===== src/design/sliding_window_receive_reorder_assert.svh =====
// assertion macros for the receive reorder window
`ifndef SLIDING_WINDOW_RECEIVE_REORDER_ASSERT_SVH
`define SLIDING_WINDOW_RECEIVE_REORDER_ASSERT_SVH

`ifndef SYNTHESIS

`define SWRR_IMPLY(lbl, ante, cons, msg) \
	lbl: assert property (@(posedge clk) disable iff (!arst_n) (ante) |-> (cons)) \
		else $error(msg);

`define SWRR_NEXT(lbl, ante, cons, msg) \
	lbl: assert property (@(posedge clk) disable iff (!arst_n) (ante) |=> (cons)) \
		else $error(msg);

`else

`define SWRR_IMPLY(lbl, ante, cons, msg)
`define SWRR_NEXT(lbl, ante, cons, msg)

`endif

`endif


===== src/design/swrr_pkg.sv =====
// shared types and constants of the receive reorder window
`default_nettype none

package swrr_pkg;

	localparam int WINDOW_MAX = 32;
	localparam int MAX_LEN = 2047;

	localparam int SEQ_W = 32;
	localparam int LEN_W = 11;
	localparam int HND_W = 16;
	localparam int WIN_W = 6;
	localparam int IDX_W = $clog2(WINDOW_MAX);
	localparam int STEP_W = $clog2(WINDOW_MAX + 1);

	localparam int MOD_BITS = 4;
	localparam int MOD_STEPS = SEQ_W / MOD_BITS;
	localparam int MOD_CNT_W = $clog2(MOD_STEPS);

	localparam int FIFO_DEPTH = 2;
	localparam int FIFO_PTR_W = $clog2(FIFO_DEPTH);
	localparam int FIFO_CNT_W = $clog2(FIFO_DEPTH + 1);

	localparam logic CFG_WINDOW = 1'b0;
	localparam logic CFG_ACK_MODE = 1'b1;

	typedef enum logic [1:0] {
		KIND_DELIVER = 2'd0,
		KIND_ACK = 2'd1,
		KIND_DONE = 2'd2
	} kind_t;

	typedef enum logic {
		BK_HEAD = 1'b0,
		BK_DRAIN = 1'b1
	} back_state_t;

	typedef struct packed {
		logic is_end;
		logic [SEQ_W-1:0] seq;
		logic [LEN_W-1:0] len;
		logic [HND_W-1:0] handle;
		logic [IDX_W-1:0] idx;
	} swrr_item_t;

	typedef struct packed {
		kind_t kind;
		logic [HND_W-1:0] handle;
		logic [LEN_W-1:0] len;
		logic [SEQ_W-1:0] ack_seq;
		logic [SEQ_W-1:0] bytes;
		logic last;
	} swrr_result_t;

endpackage

`default_nettype wire


===== src/design/swrr_front.sv =====
// front end: takes packets, drops bad ones, reduces seq modulo the window
`default_nettype none

module swrr_front (
	input wire logic clk,
	input wire logic arst_n,
	input wire logic in_valid,
	output logic in_stall,
	input wire logic checksum_ok,
	input wire logic is_end,
	input wire logic [swrr_pkg::SEQ_W-1:0] seq,
	input wire logic [swrr_pkg::LEN_W-1:0] pay_len,
	input wire logic [swrr_pkg::HND_W-1:0] pay_handle,
	input wire logic [swrr_pkg::WIN_W-1:0] win,
	output swrr_pkg::swrr_item_t push_item,
	output logic push_valid,
	input wire logic push_ready
);
	import swrr_pkg::*;

	logic busy_q;
	logic run_q;
	logic [MOD_CNT_W-1:0] cnt_q;
	logic [SEQ_W-1:0] div_q;
	logic [IDX_W-1:0] rem_q;
	logic is_end_q;
	logic [SEQ_W-1:0] seq_q;
	logic [LEN_W-1:0] len_q;
	logic [HND_W-1:0] hnd_q;

	logic accept;
	logic [LEN_W-1:0] len_sat;
	logic [IDX_W-1:0] rem_d;

	assign in_stall = busy_q;
	assign accept = in_valid && !busy_q;
	assign len_sat = (pay_len > LEN_W'(MAX_LEN)) ? LEN_W'(MAX_LEN) : pay_len;

	// restoring remainder, MOD_BITS dividend bits per cycle
	always_comb begin
		logic [IDX_W:0] t;
		rem_d = rem_q;
		for (int k = 0; k < MOD_BITS; k++) begin
			t = {rem_d, div_q[SEQ_W-1-k]};
			if (t >= win) begin
				t = t - win;
			end
			rem_d = t[IDX_W-1:0];
		end
	end

	always_ff @(posedge clk or negedge arst_n) begin
		if (!arst_n) begin
			busy_q <= 1'b0;
			run_q <= 1'b0;
			cnt_q <= '0;
		end else begin
			if (accept && checksum_ok) begin
				busy_q <= 1'b1;
				run_q <= 1'b1;
				cnt_q <= '0;
			end else if (run_q) begin
				cnt_q <= cnt_q + 1'b1;
				if (cnt_q == MOD_CNT_W'(MOD_STEPS - 1)) begin
					run_q <= 1'b0;
				end
			end else if (push_valid && push_ready) begin
				busy_q <= 1'b0;
			end
		end
	end

	always_ff @(posedge clk) begin
		if (accept && checksum_ok) begin
			div_q <= seq;
			rem_q <= '0;
			is_end_q <= is_end;
			seq_q <= seq;
			len_q <= len_sat;
			hnd_q <= pay_handle;
		end else if (run_q) begin
			div_q <= div_q << MOD_BITS;
			rem_q <= rem_d;
		end
	end

	assign push_valid = busy_q && !run_q;
	assign push_item = '{is_end: is_end_q, seq: seq_q, len: len_q, handle: hnd_q, idx: rem_q};

endmodule

`default_nettype wire


===== src/design/swrr_fifo.sv =====
// short item queue between front and back
`default_nettype none

module swrr_fifo (
	input wire logic clk,
	input wire logic arst_n,
	input wire swrr_pkg::swrr_item_t push_item,
	input wire logic push_valid,
	output logic push_ready,
	output swrr_pkg::swrr_item_t head_item,
	output logic head_valid,
	input wire logic pop
);
	import swrr_pkg::*;

	swrr_item_t entry_q [FIFO_DEPTH];
	logic [FIFO_PTR_W-1:0] wr_ptr_q;
	logic [FIFO_PTR_W-1:0] rd_ptr_q;
	logic [FIFO_CNT_W-1:0] cnt_q;
	logic do_push;
	logic do_pop;

	assign push_ready = cnt_q != FIFO_CNT_W'(FIFO_DEPTH);
	assign head_valid = cnt_q != '0;
	assign head_item = entry_q[rd_ptr_q];
	assign do_push = push_valid && push_ready;
	assign do_pop = pop && head_valid;

	always_ff @(posedge clk or negedge arst_n) begin
		if (!arst_n) begin
			wr_ptr_q <= '0;
			rd_ptr_q <= '0;
			cnt_q <= '0;
		end else begin
			if (do_push) begin
				wr_ptr_q <= wr_ptr_q + 1'b1;
			end
			if (do_pop) begin
				rd_ptr_q <= rd_ptr_q + 1'b1;
			end
			if (do_push && !do_pop) begin
				cnt_q <= cnt_q + 1'b1;
			end else if (do_pop && !do_push) begin
				cnt_q <= cnt_q - 1'b1;
			end
		end
	end

	always_ff @(posedge clk) begin
		if (do_push) begin
			entry_q[wr_ptr_q] <= push_item;
		end
	end

endmodule

`default_nettype wire


===== src/design/swrr_back.sv =====
// back end: window state, slot buffer, in-order drain and result register
`default_nettype none

`include "sliding_window_receive_reorder_assert.svh"

module swrr_back (
	input wire logic clk,
	input wire logic arst_n,
	input wire swrr_pkg::swrr_item_t head_item,
	input wire logic head_valid,
	output logic pop,
	input wire logic [swrr_pkg::WIN_W-1:0] win,
	input wire logic ack_mode,
	output logic res_valid,
	output swrr_pkg::swrr_result_t res,
	input wire logic res_stall
);
	import swrr_pkg::*;

	back_state_t st_q;
	back_state_t st_d;
	logic [SEQ_W-1:0] exp_q;
	logic [SEQ_W-1:0] total_q;
	logic [WINDOW_MAX-1:0] full_q;
	logic [LEN_W-1:0] slot_len_q [WINDOW_MAX];
	logic [HND_W-1:0] slot_hnd_q [WINDOW_MAX];
	logic [SEQ_W-1:0] v_q;
	logic [IDX_W-1:0] idx_q;
	logic [STEP_W-1:0] step_q;
	logic out_valid_q;
	swrr_result_t out_q;

	logic out_free;
	logic is_old;
	logic is_beyond;
	logic is_inorder;
	logic [SEQ_W:0] limit;
	logic slot_ready;
	logic [SEQ_W-1:0] seq_inc;
	logic [SEQ_W-1:0] v_inc;
	logic [IDX_W-1:0] idx_first;
	logic [IDX_W-1:0] idx_next;

	logic emit;
	swrr_result_t emit_res;
	logic do_clear;
	logic do_start;
	logic do_buffer;
	logic do_drain;
	logic do_finish;

	function automatic logic [IDX_W-1:0] adv_idx(input logic [SEQ_W-1:0] v,
			input logic [IDX_W-1:0] idx, input logic [WIN_W-1:0] w);
		logic [WIN_W-1:0] nxt;
		nxt = {1'b0, idx} + 1'b1;
		if (v == '0 || nxt == w) begin
			return '0;
		end
		return nxt[IDX_W-1:0];
	endfunction

	assign out_free = !out_valid_q || !res_stall;
	assign limit = {1'b0, exp_q} + {{(SEQ_W+1-WIN_W){1'b0}}, win};
	assign is_old = head_item.seq < exp_q;
	assign is_beyond = {1'b0, head_item.seq} >= limit;
	assign is_inorder = head_item.seq == exp_q;
	assign slot_ready = ({{(STEP_W-WIN_W+1){1'b0}}, step_q} < {1'b0, win}) && full_q[idx_q];
	assign seq_inc = head_item.seq + 1'b1;
	assign v_inc = v_q + 1'b1;
	assign idx_first = adv_idx(seq_inc, head_item.idx, win);
	assign idx_next = adv_idx(v_inc, idx_q, win);

	always_comb begin
		st_d = st_q;
		case (st_q)
			BK_HEAD: begin
				if (head_valid && out_free && !head_item.is_end && !is_old && !is_beyond
						&& is_inorder) begin
					st_d = BK_DRAIN;
				end
			end
			BK_DRAIN: begin
				if (out_free && !slot_ready) begin
					st_d = BK_HEAD;
				end
			end
			default: st_d = BK_HEAD;
		endcase
	end

	always_comb begin
		emit = 1'b0;
		emit_res = '0;
		pop = 1'b0;
		do_clear = 1'b0;
		do_start = 1'b0;
		do_buffer = 1'b0;
		do_drain = 1'b0;
		do_finish = 1'b0;
		case (st_q)
			BK_HEAD: begin
				if (head_valid && out_free) begin
					if (head_item.is_end) begin
						emit = 1'b1;
						emit_res.kind = KIND_DONE;
						emit_res.bytes = total_q;
						emit_res.last = 1'b1;
						do_clear = 1'b1;
						pop = 1'b1;
					end else if (is_old) begin
						emit = ack_mode;
						emit_res.kind = KIND_ACK;
						emit_res.ack_seq = head_item.seq;
						emit_res.last = 1'b1;
						pop = 1'b1;
					end else if (is_beyond) begin
						pop = 1'b1;
					end else if (is_inorder) begin
						emit = 1'b1;
						emit_res.kind = KIND_DELIVER;
						emit_res.handle = head_item.handle;
						emit_res.len = head_item.len;
						do_start = 1'b1;
					end else begin
						emit = 1'b1;
						emit_res.kind = KIND_ACK;
						emit_res.ack_seq = ack_mode ? head_item.seq : exp_q;
						emit_res.last = 1'b1;
						do_buffer = 1'b1;
						pop = 1'b1;
					end
				end
			end
			BK_DRAIN: begin
				if (out_free) begin
					emit = 1'b1;
					if (slot_ready) begin
						emit_res.kind = KIND_DELIVER;
						emit_res.handle = slot_hnd_q[idx_q];
						emit_res.len = slot_len_q[idx_q];
						do_drain = 1'b1;
					end else begin
						emit_res.kind = KIND_ACK;
						emit_res.ack_seq = ack_mode ? head_item.seq : v_q;
						emit_res.last = 1'b1;
						do_finish = 1'b1;
						pop = 1'b1;
					end
				end
			end
			default: begin
				emit = 1'b0;
			end
		endcase
	end

	always_ff @(posedge clk or negedge arst_n) begin
		if (!arst_n) begin
			st_q <= BK_HEAD;
			exp_q <= '0;
			total_q <= '0;
			full_q <= '0;
			out_valid_q <= 1'b0;
		end else begin
			st_q <= st_d;
			if (out_free) begin
				out_valid_q <= emit;
			end
			if (do_clear) begin
				exp_q <= '0;
				total_q <= '0;
				full_q <= '0;
			end
			if (do_start) begin
				total_q <= total_q + {{(SEQ_W-LEN_W){1'b0}}, head_item.len};
			end
			if (do_buffer) begin
				full_q[head_item.idx] <= 1'b1;
			end
			if (do_drain) begin
				total_q <= total_q + {{(SEQ_W-LEN_W){1'b0}}, slot_len_q[idx_q]};
				full_q[idx_q] <= 1'b0;
			end
			if (do_finish) begin
				exp_q <= v_q;
			end
		end
	end

	always_ff @(posedge clk) begin
		if (emit) begin
			out_q <= emit_res;
		end
		if (do_buffer) begin
			slot_len_q[head_item.idx] <= head_item.len;
			slot_hnd_q[head_item.idx] <= head_item.handle;
		end
		if (do_start) begin
			v_q <= seq_inc;
			idx_q <= idx_first;
			step_q <= STEP_W'(1);
		end else if (do_drain) begin
			v_q <= v_inc;
			idx_q <= idx_next;
			step_q <= step_q + 1'b1;
		end
	end

	assign res_valid = out_valid_q;
	assign res = out_q;

	`SWRR_IMPLY(a_drain_idx, st_q == BK_DRAIN, {1'b0, idx_q} < win, "drain slot outside window")
	`SWRR_IMPLY(a_drain_step, st_q == BK_DRAIN, step_q != '0 && {1'b0, step_q} <= {1'b0, win}, "drain step count out of range")
	`SWRR_NEXT(a_end_clears, do_clear, exp_q == '0 && total_q == '0 && full_q == '0, "end item left window state")
	`SWRR_NEXT(a_drain_exit, do_finish, exp_q == $past(v_q) && st_q == BK_HEAD, "drain exit did not move expected number")

endmodule

`default_nettype wire


===== src/design/sliding_window_receive_reorder.sv =====
// before the first result, the front reduces seq in 8 modulo steps of 4 bits each
// the front stalls input while its seq modulo unit reduces a packet, until it is queued
// in-order drain: one delivered result per cycle while out_stall is low, then a final ack
// a two-entry queue lets the front reduce the next packet while the back drains
// reset: asynchronous, clears window state; window 32, ack mode 0, no clearing pass
`default_nettype none

module sliding_window_receive_reorder (
	input wire logic clk,
	input wire logic arst_n,
	input wire logic cfg_we,
	input wire logic cfg_idx,
	input wire logic [swrr_pkg::WIN_W-1:0] cfg_data,
	input wire logic in_valid,
	output logic in_stall,
	input wire logic checksum_ok,
	input wire logic is_end,
	input wire logic [swrr_pkg::SEQ_W-1:0] seq,
	input wire logic [swrr_pkg::LEN_W-1:0] pay_len,
	input wire logic [swrr_pkg::HND_W-1:0] pay_handle,
	output logic out_valid,
	input wire logic out_stall,
	output logic [1:0] kind,
	output logic [swrr_pkg::HND_W-1:0] out_handle,
	output logic [swrr_pkg::LEN_W-1:0] out_len,
	output logic [swrr_pkg::SEQ_W-1:0] ack_seq,
	output logic [swrr_pkg::SEQ_W-1:0] byte_count,
	output logic last
);
	import swrr_pkg::*;

	logic [WIN_W-1:0] window_q;
	logic ack_mode_q;
	logic [WIN_W-1:0] win;

	swrr_item_t push_item;
	logic push_valid;
	logic push_ready;
	swrr_item_t head_item;
	logic head_valid;
	logic pop;
	swrr_result_t res;

	always_ff @(posedge clk or negedge arst_n) begin
		if (!arst_n) begin
			window_q <= WIN_W'(WINDOW_MAX);
			ack_mode_q <= 1'b0;
		end else if (cfg_we) begin
			case (cfg_idx)
				CFG_WINDOW: window_q <= cfg_data;
				CFG_ACK_MODE: ack_mode_q <= cfg_data[0];
				default: ack_mode_q <= ack_mode_q;
			endcase
		end
	end

	always_comb begin
		win = window_q;
		if (window_q == '0) begin
			win = WIN_W'(1);
		end else if (window_q > WIN_W'(WINDOW_MAX)) begin
			win = WIN_W'(WINDOW_MAX);
		end
	end

	swrr_front u_front (
		.clk(clk),
		.arst_n(arst_n),
		.in_valid(in_valid),
		.in_stall(in_stall),
		.checksum_ok(checksum_ok),
		.is_end(is_end),
		.seq(seq),
		.pay_len(pay_len),
		.pay_handle(pay_handle),
		.win(win),
		.push_item(push_item),
		.push_valid(push_valid),
		.push_ready(push_ready)
	);

	swrr_fifo u_fifo (
		.clk(clk),
		.arst_n(arst_n),
		.push_item(push_item),
		.push_valid(push_valid),
		.push_ready(push_ready),
		.head_item(head_item),
		.head_valid(head_valid),
		.pop(pop)
	);

	swrr_back u_back (
		.clk(clk),
		.arst_n(arst_n),
		.head_item(head_item),
		.head_valid(head_valid),
		.pop(pop),
		.win(win),
		.ack_mode(ack_mode_q),
		.res_valid(out_valid),
		.res(res),
		.res_stall(out_stall)
	);

	assign kind = res.kind;
	assign out_handle = res.handle;
	assign out_len = res.len;
	assign ack_seq = res.ack_seq;
	assign byte_count = res.bytes;
	assign last = res.last;

endmodule

`default_nettype wire

===== config.mk =====
export PLATFORM = sky130hd
export DESIGN_NAME = sliding_window_receive_reorder
export DESIGN_NICKNAME = d
export VERILOG_FILES = /design/src/design/swrr_pkg.sv /design/src/design/swrr_front.sv /design/src/design/swrr_fifo.sv /design/src/design/swrr_back.sv /design/src/design/sliding_window_receive_reorder.sv
export VERILOG_INCLUDE_DIRS = /design/src /design/src/design
export SDC_FILE = /design/constraint.sdc
export NUM_CORES = 2
export LEC_CHECK = 0
export BUFFER_PORTS_ARGS = -buffer_cell sky130_fd_sc_hd__buf_2
export CORE_UTILIZATION = 25
export DETAILED_ROUTE_END_ITERATION = 10
export SLEW_MARGIN = 40
export SYNTH_ARGS = -nofsm -noshare
export SYNTH_HDL_FRONTEND = slang
export SYNTH_SLANG_ARGS = --single-unit

===== constraint.sdc =====
create_clock -name clk -period 10.8 [get_ports clk]
set_input_delay 3.24 -clock clk [delete_from_list [all_inputs] [get_ports clk]]
set_output_delay 3.24 -clock clk [all_outputs]
set_load 0.01 [all_outputs]

==> metrics.md <==
| Metric | Value |
|---|---|
| Antenna violations before repair | 28 |
| Insertion delay to the later sink of the worst-skew pair | about 0.80 ns |
| Total GRT Usage | 0.129 |
| Part of the total power dissipated in the clock network | 0.302 |
| Final worst path period share | 0.839 |
| Number of nets produced by synthesis | ~4000 |
| Number of max-slew violations in the final report | 0 |
| Layout cell share with drive strength beyond 1 | 0.218 |
| Count of standard-cell rows | approximately 180 |
| VDD IR max | a little over 0.3 mV |
| # port buffers | around 170 |
| Vias in the first global route | 34000 |
| Remaining max-slew budget at the tightest pin | 0.404 |
| Number of nets with antenna violations after detailed routing | 0 |
| F_max | ~110 MHz |
| Async set-reset flop share out of synthesis | 0.0846 |
| Final number of setup-violating endpoints | 0 |
| Sequential power share | 0.446 |
| Synthesized area divided by synthesized cell count | roughly 16 um2 |
| Hold buffers post-CTS | 0 |
| Area of the core region | roughly 0.23 mm2 |
| Setup repair after global routing missed its margin | no |
| Synth Register Bits | between 1000 and 1500 |
| Number of gates resized after cts | 0 |
| Transition time at the pin with the least slew margin | 0.894 ns |
| Final critical-path required period | about 9 ns |
| Switching fraction of total power | 0.318 |
| Sum of routed wire length over all layers | 156000 um |
| Buffer depth of the longest clock path | 3 |
| Post-synthesis instance area | between 0.05 and 0.06 mm2 |
| Most common cell after layout, fill and taps aside | sky130_fd_sc_hd__edfxtp_1 |
| Pin count of the biggest net entering global routing | 85 |
| Worst min-delay path class | flop to flop |
| Wire length of the first global-routing pass | approximately 230000 um |
| Final count of hold timing violations | 0 |
| Cell repeated most along the worst path | sky130_fd_sc_hd__a21oi_1 |
| Total internal power | about 0.011 W |
| DP Wirelength | roughly 100000 um |
| Maximum fanout count along the critical path | 8 |
| Clk_skew | between 0.06 and 0.07 ns |
| Via Count | 34100 |
| DRC violations left | 0 |
| Critical path data arrival time | between 9 and 10 ns |
| Number of buffers inserted to repair setup after CTS | 0 |
| Critical-path top delay cell | sky130_fd_sc_hd__a21oi_1 |
| Root cell of the clock tree | sky130_fd_sc_hd__clkbuf_16 |
| Pwr/cell area | approximately 230 mW/mm2 |
| CTS tree | built |
| Net count, final | a little over 4000 |
| FILL cells | 23000 |
| Required @ worst endpoint | around 11 ns |
| Number of warning messages in the yosys log | 0 |
| Number of sinks on the clock net | between 1000 and 1500 |
| EDFF count, synth | 1217 |
| Area of the multi-input gates | 0.0184 mm2 |
| Endpoint kind of the worst setup timing path | flop |
| Leakage power total | roughly 23 nW |
| Pre-CTS worst setup slack | 1.87 ns |
| Combinational power share | 0.252 |
| Worst slack on hold paths | roughly 0.44 ns |
| Floorplan die area | between 0.2 and 0.25 mm2 |
| Number of standard cells after synthesis | 3712 |
| Die width | 488 um |
| Count of different cell masters after synthesis | 83 |
| Kind of critical path | flop to flop |
| Largest incremental delay on the critical path | about 0.55 ns |
| Iteration-0 DRC count of the detailed router | 3850 |
| H-Tree Level Count | 4 |
| Flip-flop cell with the highest count after synthesis | sky130_fd_sc_hd__edfxtp_1 |
| Net switching component of the power | between 0.004 and 0.005 W |
| Top-level port count | about 170 |
| Sequential standard cell area | 0.0397 mm2 |
| Smallest setup slack after layout | approximately 1.7 ns |
| Die Ht | 488 um |
| Clk pin slew, worst setup/hold paths | 0.06 ns |
| Number of vias per cell after detailed routing | between 4 and 5 |
| Maximum Capacitance Violations | 0 |
| Layout overhead on the synthesized area | 16.3% |
| Post-DR wirelength/cell | between 20 and 25 um |
| Utilization after layout | 0.294 |
| Status | completed |
| Sequential element share of the synthesized area | 0.673 |
| Setup TNS | 0 ns |
| DR pass1 iterations | 5 |
| Gpl congestion | roughly 0.86 |
| Initial core utilization | 0.252 |
| Startpoint kind of the worst setup timing path | flop |
| Overflow left after global routing | 0 |
| Num CTS Buffers | ~140 |
| Top library cells by usage in the layout, fill and taps aside | sky130_fd_sc_hd__edfxtp_1, sky130_fd_sc_hd__nand2_1, sky130_fd_sc_hd__mux4_2 |
critical path, delay by kind of cell (launching register included):
family,cells,cell delay [ns]
compound gates,15,4.16
flops,1,0.38
simple gates,9,1.26
fa+ha+maj,5,1.73
buf+inv,1,0.06
mux,5,1.40
metrics by stage:
stage | cells | instance area, um2 | total power, W
final | 7168 | 68600 | 0.0154
after global placement | 6895 | 63900 | 0.0108
after detailed placement | 6901 | 64100 | 0.0109
after floorplan | 3712 | 59000 | 0.00947
after global routing | 7165 | 68600 | 0.0162
after CTS | 7154 | 68500 | 0.0156
flip-flops by register name, summed over array words and instances (netlist names), 32 cells and up, named ones only:
signal             cells
u_back.exp_q          32
u_back.full_q         32
u_back.res            94
u_back.slot_hnd_q    512
u_back.slot_len_q    352
u_back.total_q        32
u_back.v_q            32
u_fifo.entry_q       130
u_front.div_q         32
u_front.seq_q         32
area by class of cell:
class | instances | area share
diodes | 11 | 0.000401
clock buffers | 175 | 0.0536
clock inverters | 78 | 0.0111
inverters | 107 | 0.00589
multi-input cells | 2062 | 0.269
flip-flops and latches | 1347 | 0.579
well taps | 3132 | 0.0571
repair buffers | 256 | 0.0239
synthesized netlist by cell type (all sizes together) (24+ instances only):
cell type | instances | share of area
a21oi | 119 | 0.010
a22oi | 42 | 0.0053
and2 | 24 | 0.0025
and3 | 54 | 0.0057
buf | 60 | 0.0044
clkbuf | 136 | 0.0087
dfrtp | 113 | 0.048
edfxtp | 1217 | 0.62
ha | 135 | 0.029
inv | 106 | 0.0067
mux2 | 59 | 0.011
mux2i | 76 | 0.013
mux4 | 279 | 0.11
nand2 | 345 | 0.022
nand3 | 82 | 0.0070
nand4 | 38 | 0.0040
nor2 | 155 | 0.0099
nor3 | 38 | 0.0032
o21ai | 142 | 0.012
o22ai | 40 | 0.0043
o31ai | 37 | 0.0047
xnor2 | 100 | 0.015
xor2 | 34 | 0.0050
power groups by stage:
stage          clock, W  sequential [W]  combinational (W)
6_report        0.00467         0.00688            0.00390
5_1_grt         0.00497         0.00693            0.00432
4_1_cts         0.00477         0.00689            0.00389
3_5_place_dp          0         0.00700            0.00388
3_3_place_gp          0         0.00699            0.00383
2_1_floorplan         0         0.00700            0.00248
kinds of logic (layout without fill, tap and decap cells):
logic type / Yosys count / after routing / share of synthesized area
AND/OR/NAND/NOR: 844 / 844 / 0.0673
multiplexers: 414 / 414 / 0.131
buffers and inverters: 303 / 616 / 0.0199
other: 0 / 11 / 0
flip-flops: 1347 / 1347 / 0.673
adder cells (fa/ha/maj): 142 / 142 / 0.0310
AO/OA/AOI/OAI: 528 / 528 / 0.0578
XOR/XNOR: 134 / 134 / 0.0199
final timing paths:
kind                                       start                    to  slack, ns  cells past startpoint
worst max-delay path                 window_q[1]      u_front.rem_q[0]       1.74                     35
worst min-delay path            u_front.hnd_q[3]  u_fifo.entry_q[1][8]       0.44                      0
worst max register to register       window_q[1]      u_front.rem_q[0]       1.74                     35
worst min register to register  u_front.hnd_q[3]  u_fifo.entry_q[1][8]       0.44                      0
max in group asynchronous                 arst_n     u_back.total_q[8]       7.07                      2
min in group asynchronous                 arst_n      u_back.exp_q[16]       2.54                      1
per-layer routing:
| layer | vias up | share of wire | global-route usage |
|---|---|---|---|
| met4 | 8 | 0.021 | 0.0341 |
| met3 | 215 | 0.078 | 0.0289 |
| met5 | - | 0.00035 | 0 |
| li1 | 15000 | - | - |
| met2 | 1321 | 0.46 | 0.199 |
| met1 | 17600 | 0.44 | 0.180 |
(Power assumes the default switching activity.)
